$ cat config.mk
export PLATFORM = sky130hd
export DESIGN_NAME = crc_checked_frame_receiver_core_flat
export DESIGN_NICKNAME = d
export VERILOG_FILES = /design/src/rtl/crcfr_pkg.sv /design/src/rtl/crcfr_if.sv /design/src/rtl/crc_checked_frame_receiver_core.sv /design/src/rtl/crcfr_ram.sv /design/src/rtl/crcfr_in_fifo.sv /design/src/rtl/crcfr_engine.sv /design/src/flat_wrapper.sv
export SDC_FILE = /design/constraint.sdc
export NUM_CORES = 1
export LEC_CHECK = 0
export BUFFER_PORTS_ARGS = -buffer_cell sky130_fd_sc_hd__buf_4
export CORE_AREA = 2 2 224 226
export CTS_CLUSTER_SIZE = 25
export DETAILED_ROUTE_END_ITERATION = 6
export DIE_AREA = 0 0 226 228
export PLACE_DENSITY = 0.77
export SLEW_MARGIN = 10
export SYNTH_ARGS = -nofsm -noshare
export SYNTH_HDL_FRONTEND = slang
export SYNTH_HIERARCHICAL = 1
export SYNTH_SLANG_ARGS = --single-unit
$ cat constraint.sdc
create_clock -name clk_i -period 5 [get_ports clk_i]
set_input_delay 0.25 -clock clk_i [delete_from_list [all_inputs] [get_ports clk_i]]
set_output_delay 0.25 -clock clk_i [all_outputs]
set_load 0.005 [all_outputs]
$ cat src/rtl/crcfr_pkg.sv
// Shared constants, types and CRC function of the CRC-checked frame receiver.
package crcfr_pkg;

  localparam int unsigned BufBytes  = 32;
  localparam int unsigned HeadBytes = 2;
  localparam int unsigned TailBytes = 3;
  localparam int unsigned BufAw     = $clog2(BufBytes);
  localparam int unsigned CntW      = BufAw + 1;
  localparam logic [7:0]  MaxLen    = 8'(BufBytes - HeadBytes - TailBytes);

  localparam logic [1:0] STATUS_GOOD  = 2'd0;
  localparam logic [1:0] STATUS_CRC   = 2'd1;
  localparam logic [1:0] STATUS_LEN   = 2'd2;
  localparam logic [1:0] STATUS_FRAME = 2'd3;

  localparam logic [1:0] REG_START_CODE  = 2'd0;
  localparam logic [1:0] REG_END_CODE    = 2'd1;
  localparam logic [1:0] REG_CRC_INITIAL = 2'd2;

  localparam logic [7:0]  START_CODE_RST  = 8'h7E;
  localparam logic [7:0]  END_CODE_RST    = 8'h7F;
  localparam logic [15:0] CRC_INITIAL_RST = 16'hFFFF;
  localparam logic [15:0] CRC_POLY        = 16'h1021;

  typedef struct packed {
    logic [7:0]  start_code;
    logic [7:0]  end_code;
    logic [15:0] crc_initial;
  } cfg_t;

  typedef struct packed {
    logic [1:0] status;
    logic [7:0] data_byte;
    logic       data_valid;
    logic [4:0] frame_length;
    logic       last_of_run;
  } res_t;

  function automatic logic [15:0] crc_byte(input logic [15:0] crc, input logic [7:0] b);
    logic [15:0] c;
    c = crc ^ {b, 8'h00};
    for (int i = 0; i < 8; i++) begin
      c = c[15] ? ((c << 1) ^ CRC_POLY) : (c << 1);
    end
    return c;
  endfunction

endpackage

$ cat src/rtl/crcfr_if.sv
// Valid/ready channel interfaces for received bytes and frame results.
interface crcfr_rx_if;
  logic       valid;
  logic       ready;
  logic [7:0] rx_byte;
  modport source (output valid, output rx_byte, input ready);
  modport sink (input valid, input rx_byte, output ready);
endinterface

interface crcfr_res_if;
  logic       valid;
  logic       ready;
  logic [1:0] status;
  logic [7:0] data_byte;
  logic       data_valid;
  logic [4:0] frame_length;
  logic       last_of_run;
  modport source (output valid, output status, output data_byte, output data_valid,
                  output frame_length, output last_of_run, input ready);
  modport sink (input valid, input status, input data_byte, input data_valid,
                input frame_length, input last_of_run, output ready);
endinterface

$ cat src/rtl/crc_checked_frame_receiver_core.sv
// Top level of the CRC-checked frame receiver: register port, input queue and frame engine.
//
//   channel  | dir | transaction
//   rx_i     | in  | one received byte (valid/ready)
//   res_o    | out | one frame result (valid/ready)
//   APB      | in  | register write/read, pready always high
//
// An input byte is fetched, then parsed. At a frame end the frame engine sweeps
// its frame RAM one byte at a time: CRC over payload plus 2 CRC bytes, then the
// payload output, or after a framing error the start code search and replay copy.
// A two-entry input queue takes up to two bytes while the engine sweeps or a result stalls.
// Reset is asynchronous and clears all control state; no clearing pass is needed.
module crc_checked_frame_receiver_core (
  input  logic               clk_i,
  input  logic               rst_ni,
  crcfr_rx_if.sink           rx_i,
  crcfr_res_if.source        res_o,
  input  logic               psel,
  input  logic               penable,
  input  logic               pwrite,
  input  logic [3:0]         paddr,
  input  logic [31:0]        pwdata,
  output logic [31:0]        prdata,
  output logic               pready
);
  import crcfr_pkg::*;

  cfg_t       cfg_q, cfg_d;
  logic       fifo_valid, fifo_pop;
  logic [7:0] fifo_data;
  res_t       res;
  logic       cfg_wr;

  assign pready = 1'b1;
  assign cfg_wr = psel && penable && pwrite;

  always_comb begin
    cfg_d = cfg_q;
    if (cfg_wr) begin
      unique case (paddr[3:2])
        REG_START_CODE:  cfg_d.start_code  = pwdata[7:0];
        REG_END_CODE:    cfg_d.end_code    = pwdata[7:0];
        REG_CRC_INITIAL: cfg_d.crc_initial = pwdata[15:0];
        default: ;
      endcase
    end
  end

  always_comb begin
    unique case (paddr[3:2])
      REG_START_CODE:  prdata = {24'd0, cfg_q.start_code};
      REG_END_CODE:    prdata = {24'd0, cfg_q.end_code};
      REG_CRC_INITIAL: prdata = {16'd0, cfg_q.crc_initial};
      default:         prdata = 32'd0;
    endcase
  end

  always_ff @(posedge clk_i or negedge rst_ni) begin
    if (!rst_ni) begin
      cfg_q <= '{START_CODE_RST, END_CODE_RST, CRC_INITIAL_RST};
    end else begin
      cfg_q <= cfg_d;
    end
  end

  crcfr_in_fifo u_in_fifo (
    .clk_i, .rst_ni,
    .push_valid_i(rx_i.valid), .push_ready_o(rx_i.ready), .push_data_i(rx_i.rx_byte),
    .pop_valid_o(fifo_valid), .pop_ready_i(fifo_pop), .pop_data_o(fifo_data)
  );

  crcfr_engine u_engine (
    .clk_i, .rst_ni, .cfg_i(cfg_q),
    .byte_valid_i(fifo_valid), .byte_i(fifo_data), .byte_pop_o(fifo_pop),
    .res_valid_o(res_o.valid), .res_ready_i(res_o.ready), .res_o(res)
  );

  assign res_o.status       = res.status;
  assign res_o.data_byte    = res.data_byte;
  assign res_o.data_valid   = res.data_valid;
  assign res_o.frame_length = res.frame_length;
  assign res_o.last_of_run  = res.last_of_run;
endmodule

$ cat src/rtl/crcfr_ram.sv
// Generic single-write, single-read RAM with registered read data.
module crcfr_ram #(
  parameter int unsigned Width = 8,
  parameter int unsigned Depth = 32
) (
  input  logic                     clk_i,
  input  logic                     we_i,
  input  logic [$clog2(Depth)-1:0] waddr_i,
  input  logic [Width-1:0]         wdata_i,
  input  logic [$clog2(Depth)-1:0] raddr_i,
  output logic [Width-1:0]         rdata_o
);
  logic [Width-1:0] mem_q [Depth];

  always_ff @(posedge clk_i) begin
    if (we_i) begin
      mem_q[waddr_i] <= wdata_i;
    end
    rdata_o <= mem_q[raddr_i];
  end
endmodule

$ cat src/rtl/crcfr_in_fifo.sv
// Two-entry byte queue between the receive port and the frame engine.
module crcfr_in_fifo (
  input  logic       clk_i,
  input  logic       rst_ni,
  input  logic       push_valid_i,
  output logic       push_ready_o,
  input  logic [7:0] push_data_i,
  output logic       pop_valid_o,
  input  logic       pop_ready_i,
  output logic [7:0] pop_data_o
);
  logic [7:0] buf_q [2];
  logic       wr_q, wr_d, rd_q, rd_d;
  logic [1:0] cnt_q, cnt_d;
  logic       push, pop;

  assign push_ready_o = (cnt_q != 2'd2);
  assign pop_valid_o  = (cnt_q != 2'd0);
  assign pop_data_o   = buf_q[rd_q];
  assign push = push_valid_i && push_ready_o;
  assign pop  = pop_valid_o && pop_ready_i;

  always_comb begin
    wr_d  = push ? ~wr_q : wr_q;
    rd_d  = pop ? ~rd_q : rd_q;
    cnt_d = cnt_q + {1'b0, push} - {1'b0, pop};
  end

  always_ff @(posedge clk_i or negedge rst_ni) begin
    if (!rst_ni) begin
      wr_q  <= 1'b0;
      rd_q  <= 1'b0;
      cnt_q <= 2'd0;
    end else begin
      wr_q  <= wr_d;
      rd_q  <= rd_d;
      cnt_q <= cnt_d;
    end
  end

  always_ff @(posedge clk_i) begin
    if (push) begin
      buf_q[wr_q] <= push_data_i;
    end
  end
endmodule

$ cat src/rtl/crcfr_engine.sv
// Frame parser: stores frames, checks CRC, emits results and replays after framing errors.
module crcfr_engine (
  input  logic              clk_i,
  input  logic              rst_ni,
  input  crcfr_pkg::cfg_t   cfg_i,
  input  logic              byte_valid_i,
  input  logic [7:0]        byte_i,
  output logic              byte_pop_o,
  output logic              res_valid_o,
  input  logic              res_ready_i,
  output crcfr_pkg::res_t   res_o
);
  import crcfr_pkg::*;

  localparam logic [3:0] S_FETCH  = 4'd0;
  localparam logic [3:0] S_QWAIT  = 4'd1;
  localparam logic [3:0] S_PARSE  = 4'd2;
  localparam logic [3:0] S_CRC_W  = 4'd3;
  localparam logic [3:0] S_CRC_U  = 4'd4;
  localparam logic [3:0] S_CHECK  = 4'd5;
  localparam logic [3:0] S_EMIT_W = 4'd6;
  localparam logic [3:0] S_EMIT_U = 4'd7;
  localparam logic [3:0] S_FERR   = 4'd8;
  localparam logic [3:0] S_SRCH_W = 4'd9;
  localparam logic [3:0] S_SRCH_U = 4'd10;
  localparam logic [3:0] S_COPY_W = 4'd11;
  localparam logic [3:0] S_COPY_U = 4'd12;

  localparam logic [1:0] PH_IDLE = 2'd0;
  localparam logic [1:0] PH_LEN  = 2'd1;
  localparam logic [1:0] PH_BODY = 2'd2;

  logic [3:0]      state_q, state_d;
  logic [1:0]      phase_q, phase_d;
  logic [CntW-1:0] fill_q, fill_d;
  logic [4:0]      exp_q, exp_d;
  logic [CntW-1:0] n_q, n_d;
  logic [7:0]      byte_q, byte_d;
  logic [CntW-1:0] ptr_q, ptr_d;
  logic [15:0]     crc_q, crc_d;
  logic [15:0]     got_q, got_d;
  logic [BufAw-1:0] rp_q, rp_d, wp_q, wp_d;
  logic [CntW-1:0] pend_q, pend_d;
  res_t            res_q, res_d;
  logic            res_valid_q, res_valid_d;

  logic             fs_we, q_we;
  logic [BufAw-1:0] fs_waddr;
  logic [7:0]       fs_wdata, fs_rdata, q_rdata;
  logic             slot_free;
  logic [CntW-1:0]  total, fill_inc, rep_len, exp_ext;

  crcfr_ram #(.Width(8), .Depth(BufBytes)) u_frame_ram (
    .clk_i, .we_i(fs_we), .waddr_i(fs_waddr), .wdata_i(fs_wdata),
    .raddr_i(ptr_q[BufAw-1:0]), .rdata_o(fs_rdata)
  );

  crcfr_ram #(.Width(8), .Depth(BufBytes)) u_replay_ram (
    .clk_i, .we_i(q_we), .waddr_i(wp_q), .wdata_i(fs_rdata),
    .raddr_i(rp_q), .rdata_o(q_rdata)
  );

  assign slot_free   = !res_valid_q || res_ready_i;
  assign res_valid_o = res_valid_q;
  assign res_o       = res_q;
  assign exp_ext     = CntW'(exp_q);
  assign total       = exp_ext + CntW'(HeadBytes + TailBytes);
  assign fill_inc    = fill_q + 1'b1;
  assign rep_len     = n_q - ptr_q;

  always_comb begin
    state_d     = state_q;
    phase_d     = phase_q;
    fill_d      = fill_q;
    exp_d       = exp_q;
    n_d         = n_q;
    byte_d      = byte_q;
    ptr_d       = ptr_q;
    crc_d       = crc_q;
    got_d       = got_q;
    rp_d        = rp_q;
    wp_d        = wp_q;
    pend_d      = pend_q;
    res_d       = res_q;
    res_valid_d = res_valid_q && !res_ready_i;
    fs_we       = 1'b0;
    fs_waddr    = fill_q[BufAw-1:0];
    fs_wdata    = byte_q;
    q_we        = 1'b0;
    byte_pop_o  = 1'b0;

    unique case (state_q)
      S_FETCH: begin
        if (pend_q != '0) begin
          rp_d    = rp_q + 1'b1;
          pend_d  = pend_q - 1'b1;
          state_d = S_QWAIT;
        end else if (byte_valid_i) begin
          byte_pop_o = 1'b1;
          byte_d     = byte_i;
          state_d    = S_PARSE;
        end
      end
      S_QWAIT: begin
        byte_d  = q_rdata;
        state_d = S_PARSE;
      end
      S_PARSE: begin
        unique case (phase_q)
          PH_IDLE: begin
            if (byte_q == cfg_i.start_code) begin
              fs_we    = 1'b1;
              fs_waddr = '0;
              fill_d   = CntW'(1);
              phase_d  = PH_LEN;
            end
            state_d = S_FETCH;
          end
          PH_LEN: begin
            if (byte_q > MaxLen) begin
              if (slot_free) begin
                res_d       = '{STATUS_LEN, 8'h00, 1'b0, 5'd0, 1'b1};
                res_valid_d = 1'b1;
                phase_d     = PH_IDLE;
                fill_d      = '0;
                state_d     = S_FETCH;
              end
            end else begin
              exp_d   = byte_q[4:0];
              fs_we   = 1'b1;
              fill_d  = fill_inc;
              phase_d = PH_BODY;
              state_d = S_FETCH;
            end
          end
          default: begin
            fs_we  = 1'b1;
            fill_d = fill_inc;
            if (fill_inc < total) begin
              state_d = S_FETCH;
            end else begin
              n_d     = fill_inc;
              phase_d = PH_IDLE;
              fill_d  = '0;
              if (byte_q == cfg_i.end_code) begin
                crc_d   = cfg_i.crc_initial;
                ptr_d   = CntW'(HeadBytes);
                state_d = S_CRC_W;
              end else begin
                state_d = S_FERR;
              end
            end
          end
        endcase
      end
      S_CRC_W: state_d = S_CRC_U;
      S_CRC_U: begin
        if (ptr_q < exp_ext + CntW'(HeadBytes)) begin
          crc_d   = crc_byte(crc_q, fs_rdata);
          ptr_d   = ptr_q + 1'b1;
          state_d = S_CRC_W;
        end else if (ptr_q == exp_ext + CntW'(HeadBytes)) begin
          got_d[7:0] = fs_rdata;
          ptr_d      = ptr_q + 1'b1;
          state_d    = S_CRC_W;
        end else begin
          got_d[15:8] = fs_rdata;
          state_d     = S_CHECK;
        end
      end
      S_CHECK: begin
        if (crc_q != got_q) begin
          if (slot_free) begin
            res_d       = '{STATUS_CRC, 8'h00, 1'b0, exp_q, 1'b1};
            res_valid_d = 1'b1;
            state_d     = S_FETCH;
          end
        end else if (exp_q == '0) begin
          if (slot_free) begin
            res_d       = '{STATUS_GOOD, 8'h00, 1'b0, 5'd0, 1'b1};
            res_valid_d = 1'b1;
            state_d     = S_FETCH;
          end
        end else begin
          ptr_d   = CntW'(HeadBytes);
          state_d = S_EMIT_W;
        end
      end
      S_EMIT_W: state_d = S_EMIT_U;
      S_EMIT_U: begin
        if (slot_free) begin
          res_d       = '{STATUS_GOOD, fs_rdata, 1'b1, exp_q,
                          ptr_q == exp_ext + CntW'(HeadBytes - 1)};
          res_valid_d = 1'b1;
          if (ptr_q == exp_ext + CntW'(HeadBytes - 1)) begin
            state_d = S_FETCH;
          end else begin
            ptr_d   = ptr_q + 1'b1;
            state_d = S_EMIT_W;
          end
        end
      end
      S_FERR: begin
        if (slot_free) begin
          res_d       = '{STATUS_FRAME, 8'h00, 1'b0, exp_q, 1'b1};
          res_valid_d = 1'b1;
          ptr_d       = CntW'(1);
          state_d     = S_SRCH_W;
        end
      end
      S_SRCH_W: state_d = S_SRCH_U;
      S_SRCH_U: begin
        if (fs_rdata == cfg_i.start_code) begin
          wp_d    = rp_q - rep_len[BufAw-1:0];
          rp_d    = rp_q - rep_len[BufAw-1:0];
          pend_d  = pend_q + rep_len;
          state_d = S_COPY_U;
        end else if (ptr_q + CntW'(2) >= n_q) begin
          state_d = S_FETCH;
        end else begin
          ptr_d   = ptr_q + 1'b1;
          state_d = S_SRCH_W;
        end
      end
      S_COPY_W: state_d = S_COPY_U;
      S_COPY_U: begin
        q_we = 1'b1;
        if (ptr_q + 1'b1 == n_q) begin
          state_d = S_FETCH;
        end else begin
          ptr_d   = ptr_q + 1'b1;
          wp_d    = wp_q + 1'b1;
          state_d = S_COPY_W;
        end
      end
      default: state_d = S_FETCH;
    endcase
  end

  always_ff @(posedge clk_i or negedge rst_ni) begin
    if (!rst_ni) begin
      state_q     <= S_FETCH;
      phase_q     <= PH_IDLE;
      fill_q      <= '0;
      exp_q       <= '0;
      rp_q        <= '0;
      pend_q      <= '0;
      res_valid_q <= 1'b0;
    end else begin
      state_q     <= state_d;
      phase_q     <= phase_d;
      fill_q      <= fill_d;
      exp_q       <= exp_d;
      rp_q        <= rp_d;
      pend_q      <= pend_d;
      res_valid_q <= res_valid_d;
    end
  end

  always_ff @(posedge clk_i) begin
    n_q    <= n_d;
    byte_q <= byte_d;
    ptr_q  <= ptr_d;
    crc_q  <= crc_d;
    got_q  <= got_d;
    wp_q   <= wp_d;
    res_q  <= res_d;
  end
endmodule

$ cat src/flat_wrapper.sv
// flat-port wrapper written by rule: the top's interface ports become plain ports
module crc_checked_frame_receiver_core_flat import crcfr_pkg::*;
  (clk_i, rst_ni, psel, penable, pwrite, paddr, pwdata, prdata, pready, rx_i_valid, rx_i_rx_byte, rx_i_ready, res_o_valid, res_o_status, res_o_data_byte, res_o_data_valid, res_o_frame_length, res_o_last_of_run, res_o_ready);
  crcfr_rx_if rx_i_i ();
  crcfr_res_if res_o_i ();
  input  logic clk_i;
  input  logic rst_ni;
  input  logic psel;
  input  logic penable;
  input  logic pwrite;
  input  logic [3:0] paddr;
  input  logic [31:0] pwdata;
  output logic [31:0] prdata;
  output logic pready;
  input wire logic [$bits(rx_i_i.valid)-1:0] rx_i_valid;
  input wire logic [$bits(rx_i_i.rx_byte)-1:0] rx_i_rx_byte;
  output wire logic [$bits(rx_i_i.ready)-1:0] rx_i_ready;
  output wire logic [$bits(res_o_i.valid)-1:0] res_o_valid;
  output wire logic [$bits(res_o_i.status)-1:0] res_o_status;
  output wire logic [$bits(res_o_i.data_byte)-1:0] res_o_data_byte;
  output wire logic [$bits(res_o_i.data_valid)-1:0] res_o_data_valid;
  output wire logic [$bits(res_o_i.frame_length)-1:0] res_o_frame_length;
  output wire logic [$bits(res_o_i.last_of_run)-1:0] res_o_last_of_run;
  input wire logic [$bits(res_o_i.ready)-1:0] res_o_ready;
  assign rx_i_i.valid = rx_i_valid;
  assign rx_i_i.rx_byte = rx_i_rx_byte;
  assign rx_i_ready = rx_i_i.ready;
  assign res_o_valid = res_o_i.valid;
  assign res_o_status = res_o_i.status;
  assign res_o_data_byte = res_o_i.data_byte;
  assign res_o_data_valid = res_o_i.data_valid;
  assign res_o_frame_length = res_o_i.frame_length;
  assign res_o_last_of_run = res_o_i.last_of_run;
  assign res_o_i.ready = res_o_ready;
  crc_checked_frame_receiver_core u_core (.clk_i(clk_i), .rst_ni(rst_ni), .rx_i(rx_i_i), .res_o(res_o_i), .psel(psel), .penable(penable), .pwrite(pwrite), .paddr(paddr), .pwdata(pwdata), .prdata(prdata), .pready(pready));
endmodule
Word-level counts from Yosys, hierarchy flattened

Memories as Yosys holds them, arrays and structs flattened. A register that Yosys moved wholly into a read port is not among the register bits.
Cells that the tools add are included.

Reductions and logical operators: 38
Multiplexer cells: 100
Bitwise gates (word level): 16
Eq/ne operators: 50
Order comparisons: 4
$add $sub $neg: 14

Operator list:

| cell                                                | number |
|---|---|
| two-way mux 17 bit                                  | 9 |
| two-way mux 6 bit                                   | 19 |
| two-way mux 13 bit                                  | 8 |
| case mux 17 bit (4 select lines)                    | 1 |
| two-way mux 16 bit                                  | 4 |
| two-way mux 4 bit                                   | 13 |
| case mux 4 bit (13 select lines)                    | 1 |
| case mux 16 bit (3 select lines)                    | 1 |
| case mux 6 bit (7 select lines)                     | 1 |
| != test 2 bit, second input constant                | 20 |
| case mux 16 bit (2 select lines)                    | 1 |
| two-way mux 5 bit                                   | 6 |
| AND reduction 3 bit                                 | 9 |
| equality test 8 bit                                 | 3 |
| NOT 3 bit                                           | 8 |
| case mux 6 bit (2 select lines)                     | 2 |
| equality test 4 bit, second input constant          | 5 |
| case mux 5 bit (2 select lines)                     | 2 |
| equality test 6 bit                                 | 3 |
| two-way mux 1 bit                                   | 18 |
| equality test 4 x 3 -> 1 bit, second input constant | 4 |
| two-way mux 8 bit                                   | 2 |
| != test 16 bit                                      | 1 |
| case mux 8 bit (2 select lines)                     | 1 |
| 47 further kinds                                    | 80 |

Word-level logic and storage cells: 250
Memories kept: 3
RAM bits: 528
Output and inout port bits: 52
Register bits after elaboration: 139
Bits of input ports: 51

Memories:

| name                               | words | bits a word | read ports | clocked after Yosys merged registers in | write ports | RTL line            | text |
|---|---|---|---|---|---|---|---|
| u_core.u_engine.u_frame_ram.mem_q  | 32    | 8           | 1          | 1                                       | 1           | crcfr_ram.sv:13     | `logic [Width-1:0] mem_q [Depth];` |
| u_core.u_engine.u_replay_ram.mem_q | 32    | 8           | 1          | 1                                       | 1           | crcfr_ram.sv:13     |  |
| u_core.u_in_fifo.buf_q             | 2     | 8           | 1          | 0                                       | 1           | crcfr_in_fifo.sv:12 | `logic [7:0] buf_q [2];` |

Longest topological paths before layout

Depth after elaboration: 19
Mapped depth: 14
Mapped depth without buffers: 14

Hierarchy

The synthesis kept the hierarchy.

Modules (own cells, without submodules):

| module                          | times used | cells each | sequential area each (um^2) | area an instance (um^2) |
|---|---|---|---|---|
| crcfr_ram                       | 2          | 417        | 7,847.5                     | 10,053.4 |
| crcfr_engine                    | 1          | 639        | 2,947.8                     | 6,668.9 |
| crc_checked_frame_receiver_core | 1          | 125        | 837.1                       | 1,617.8 |
| crcfr_in_fifo                   | 1          | 47         | 580.6                       | 809.5 |

Least setup slack after synthesis

No wires, ideal clock.

Path kind: register to register
Start point: reg u_core.u_engine.exp_q[3]
End point: reg u_core.u_engine.crc_q[0] (enable)
Slack: 1,760 ps
Stages on the path, launching flop included: 9
Required time: 4,589 ps
Arrival: 2,828 ps
Clock period less this slack: 3,240 ps
Library setup time: 411 ps
Buffers on the path: 1
Path through: dfrtp_1 > buf_1 > nand3_1 > xor2_1 > ha_1 > a21o_1 > a21oi_1 > o21ai_0 > o21ai_0

Longest elaborated chain between the ends: 4
Elaborated cells between the ends (all ways): 7
Those cells by class: 2 x add/sub; 2 x order compare; 2 x eq/ne; 1 x reduce/logical

RTL lines:

| item                                                                | RTL line                                 | text |
|---|---|---|
| from (decl)                                                         | crcfr_engine.sv:36                       | `logic [4:0] exp_q, exp_d;` |
| from (signal assigned)                                              | crcfr_engine.sv:253                      | `exp_q <= exp_d;` |
| adder 5 x 2 -> 6 bit / adder 5 x 3 -> 6 bit (equally long branches) | crcfr_engine.sv:158, crcfr_engine.sv:67  |  |
| less-than comparator 6 bit, on equally long branches                | crcfr_engine.sv:158, crcfr_engine.sv:139 |  |
| != test 2 bit (no line)                                             | -                                        |  |
| AND reduction 5 bit (no line) (*)                                   | -                                        |  |
| to (signal assigned)                                                | crcfr_engine.sv:264                      | `crc_q <= crc_d;` |
| to (decl)                                                           | crcfr_engine.sv:40                       | `logic [15:0] crc_q, crc_d;` |

Mark *: on every way between the ends. The rest lies on a longest branch, timed or not.
A chain may end at the register's enable or synchronous reset.

Worst setup path in the final report

Start point: reg u_core.u_engine.state_q[1]
End point: mem u_core.u_engine.u_frame_ram.mem_q[18][7] (enable)

Elaborated cells between the ends (all ways): 5
Those cells by class: 1 x eq/ne; 4 x mux

RTL lines:

| item                            | RTL line            | text |
|---|---|---|
| from (decl)                     | crcfr_engine.sv:33  | `logic [3:0] state_q, state_d;` |
| from (signal assigned)          | crcfr_engine.sv:250 | `state_q <= state_d;` |
| equality test 4 x 2 -> 1 bit    | crcfr_engine.sv:92  | `unique case (state_q)` |
| two-way mux 5 bit               | crcfr_engine.sv:92  |  |
| net u_core.u_engine.fs_waddr[3] | crcfr_engine.sv:48  | `logic [BufAw-1:0] fs_waddr;` |
| to (decl)                       | crcfr_ram.sv:13     |  |

The timed path passes the listed nets, and every way through them passes these cells.

==> out/qor.yml <==
outcome:
  status: "finished clean"
cts:
  clock_sinks: 683
  cts_post_setup_buffers_inserted: 0
  cts_root_buf: "clkbuf_16"
  numCtsBuffers: 68
  h-tree-depth: 3
  clk-insertion-delay-late_ns: 0.60
  clockBufferDepth: 3
  clk_pin_slew_ns: 0.06
  ctsResizeCount: 0
  cts_tree: "done"
synthesis:
  synth_edf_count: 602
  ys.flop_type: "edfxtp_1"
  syn_inst: 1645
  async_reset_ff_frac: 0.0952
  ys_ff_latch: 683
  syn_area_um2: 29200
  ys_types: 72
  syn_area_per_cell_um2: 17.8
  ys_warn_count: 6
  seq_area_frac_synth: 0.687
detailed_routing:
  drc: 0
  drt_iter0_drc: 1789
  wl_um: 64900
  drt_first_pass_iters: 5
  wl_per_cell_um: 26.0
  num_vias: 15600
  viasPerCell: 6.27
  postRouteAntennaNets: 0
setup_path:
  reg2reg_to: "u_core/u_engine/u_frame_ram/mem_q[18][7]"
  rr_worst_depth: 6
  crit_fanout: 28
  regToRegSetupSlack_ns: 1.03
  arrival_ns: 4.18
  slowest_stage: "dfrtp_1"
  end_kind: "flop"
  slowest_delay_ns: 0.90
  rr_startpoint: "u_core/u_engine/state_q[1]"
  cpLargestDelayFamily: "simple AND/OR/NAND/NOR gates"
  critPathBufInv: 0
  path_class: "reg2reg"
  path_cells: "nand2b_1 > nor3_1 > and3_1 > nor2b_1 > or3b_2 > nor2_1"
  crit_path_start: "u_core/u_engine/state_q[1]"
  worstPathRequired_ns: 5.22
  path_depth: 6
  critPathLaunchType: "flop"
timing:
  slew_headroom: 0.195
  rsz0062_at_grt: "false"
  tns_ns: 0
  max_freq_mhz: 252
  hold_ws_ns: 0.121
  setup_viol: 0
  fin_crit_sh: 0.794
  final_hold_viol_count: 0
  tightest_slew_ns: 1.20
  slew_viol_final: 0
  fin_crit_ns: 3.97
  skew_ns: 0.0208
pwr:
  power_density_nw_per_um2: 560
  report.power.total_mw: 18.4
  p_leak_nw: 10.9
  irDropWorstVdd_mv: 0.400
global_routing:
  grt_pass1_vias: 15800
  antenna_found_initial: 5
  grt_pass1_wl_um: 98200
  track_usage: 0.259
  gr-total-overflow: 0
  grt_max_degree: 68
floorplan:
  ioPinCount: 103
  die_h_um: 228
  dieArea_um2: 51500
  fp-row-count: 82
  start_util: 0.592
  core_um2: 49300
  die_w_um: 226
place:
  numPortBuffers: 67
  routabilityCongestion: 0.883
  post-dp-hpwl_um: 40400
  placed_cells: 2345
finish:
  fin_nets: 1864
  final_cell_count_no_fill: 2495
  mostFrequentLayoutCells: "602 x edfxtp_1, 160 x mux4_2, 114 x nor2_1, 97 x buf_4, 69 x clkbuf_16"
  layout_commonest_cell: "edfxtp_1"
  layout-drive-gt1-share: 0.260
  area_delta_synth_final_pct: 12.3
min_path:
  min_to: "u_core/u_engine/res_valid_o"
  min-delay-path-class: "in2reg"
  min_path_cells: 3
  hold_start: "res_o_ready"
run:
  cap_violations: 0
synthesized netlist by cell type, types with 5 or more instances:
master / instances / area share
buf_6: 6 / 0.0023
mux2i_1: 10 / 0.0034
nor2b_1: 15 / 0.0032
and2_1: 23 / 0.0049
inv_1: 25 / 0.0032
clkbuf_1: 27 / 0.0035
nand2b_1: 11 / 0.0024
mux4_2: 160 / 0.12
nand4_1: 10 / 0.0021
o21ai_0: 38 / 0.0065
dfstp_2: 29 / 0.026
and3_1: 7 / 0.0015
buf_4: 30 / 0.0077
nand2_1: 54 / 0.0069
a21oi_1: 28 / 0.0048
nor4_1: 8 / 0.0017
nor3_1: 9 / 0.0015
a21o_1: 11 / 0.0028
mux2_2: 66 / 0.025
dfxtp_1: 16 / 0.011
nor2_1: 115 / 0.015
xnor2_1: 65 / 0.019
ha_1: 41 / 0.018
dfrtp_1: 36 / 0.031
o21bai_1: 5 / 0.0013
o21ai_1: 11 / 0.0019
buf_1: 13 / 0.0017
xor2_1: 38 / 0.011
nand3_1: 26 / 0.0045
mux2_1: 13 / 0.0050
edfxtp_1: 602 / 0.62
or3b_2: 6 / 0.0018
nand3b_1: 13 / 0.0033
buf_2: 8 / 0.0014
worst register-to-register path: cells and delay by family, from the launching register on:
family           cells  cell delay (ns)
flip-flops           1             0.90
AND/OR/NAND/NOR      6             2.69
layer usage:
metal | vias to the layer above | part of all wire | track usage
met5 | - | 0.00020 | 0
met4 | 2 | 0.027 | 0.0859
met3 | 124 | 0.090 | 0.0482
met2 | 776 | 0.48 | 0.402
met1 | 8050 | 0.40 | 0.376
li1 | 6681 | - | -
registers in the layout, summed over array words and instances, names as in the netlist, 16 cells and up:
register                            cells
u_core/u_in_fifo/buf_q                 16
u_core/cfg_q                           32
u_core/u_engine/got_q                  16
u_core/u_engine/crc_q                  16
u_core/u_engine/res_o                  17
u_core/u_engine/u_frame_ram/mem_q     256
u_core/u_engine/u_replay_ram/mem_q    256
how the worst max path moves through the flow:
stage                                                     endpoint  slack, ns
final                     u_core/u_engine/u_frame_ram/mem_q[18][7]       1.03
after global routing       u_core/u_engine/u_frame_ram/mem_q[9][6]       0.84
after CTS                 u_core/u_engine/u_frame_ram/mem_q[11][0]       1.19
after detailed placement  u_core/u_engine/u_frame_ram/mem_q[24][1]       1.22
after global placement    u_core/u_engine/u_frame_ram/mem_q[24][1]       1.36
after floorplan                           u_core/u_engine/crc_q[0]       1.76
logic make-up after synthesis:
group | Yosys count | share of synthesized area
other cells | 2 | 0.000257
simple gates | 321 | 0.0558
compound gates | 132 | 0.0287
flops | 683 | 0.687
xor+xnor | 104 | 0.0314
buf+inv | 110 | 0.0199
mux | 249 | 0.157
fa+ha+maj | 44 | 0.0196
metrics by stage:
stage	util	instance area, um2	setup slack [ns]
finish	0.664	32800	1.03
global route	0.664	32800	0.844
CTS	0.664	32800	1.19
detailed placement	0.615	30400	1.22
global placement	0.615	30400	1.36
floorplan	-	29300	1.76
cell type report:
type | instances | area, um2
flip-flops and latches | 683 | 20100
fillers | 3229 | 16600
multi-input cells | 867 | 8630
clock buffers | 84 | 1800
repair buffers | 123 | 988
well taps | 672 | 841
clock inverters | 39 | 365
inverters | 26 | 98.8
diodes | 1 | 2.50
power breakdown:
group	internal [mW]	switching, mW	total [mW]
clock	2.88	2.11	4.99
sequential	7.35	0.700	8.05
combinational	2.41	2.91	5.32
timing repair:
item / 4_1_cts / 5_1_grt
setup endpoints to repair: 0 / 0
endpoints found under the hold margin: 85 / 0
hold buffers: 26 / 0
(Power assumes the default switching activity.)
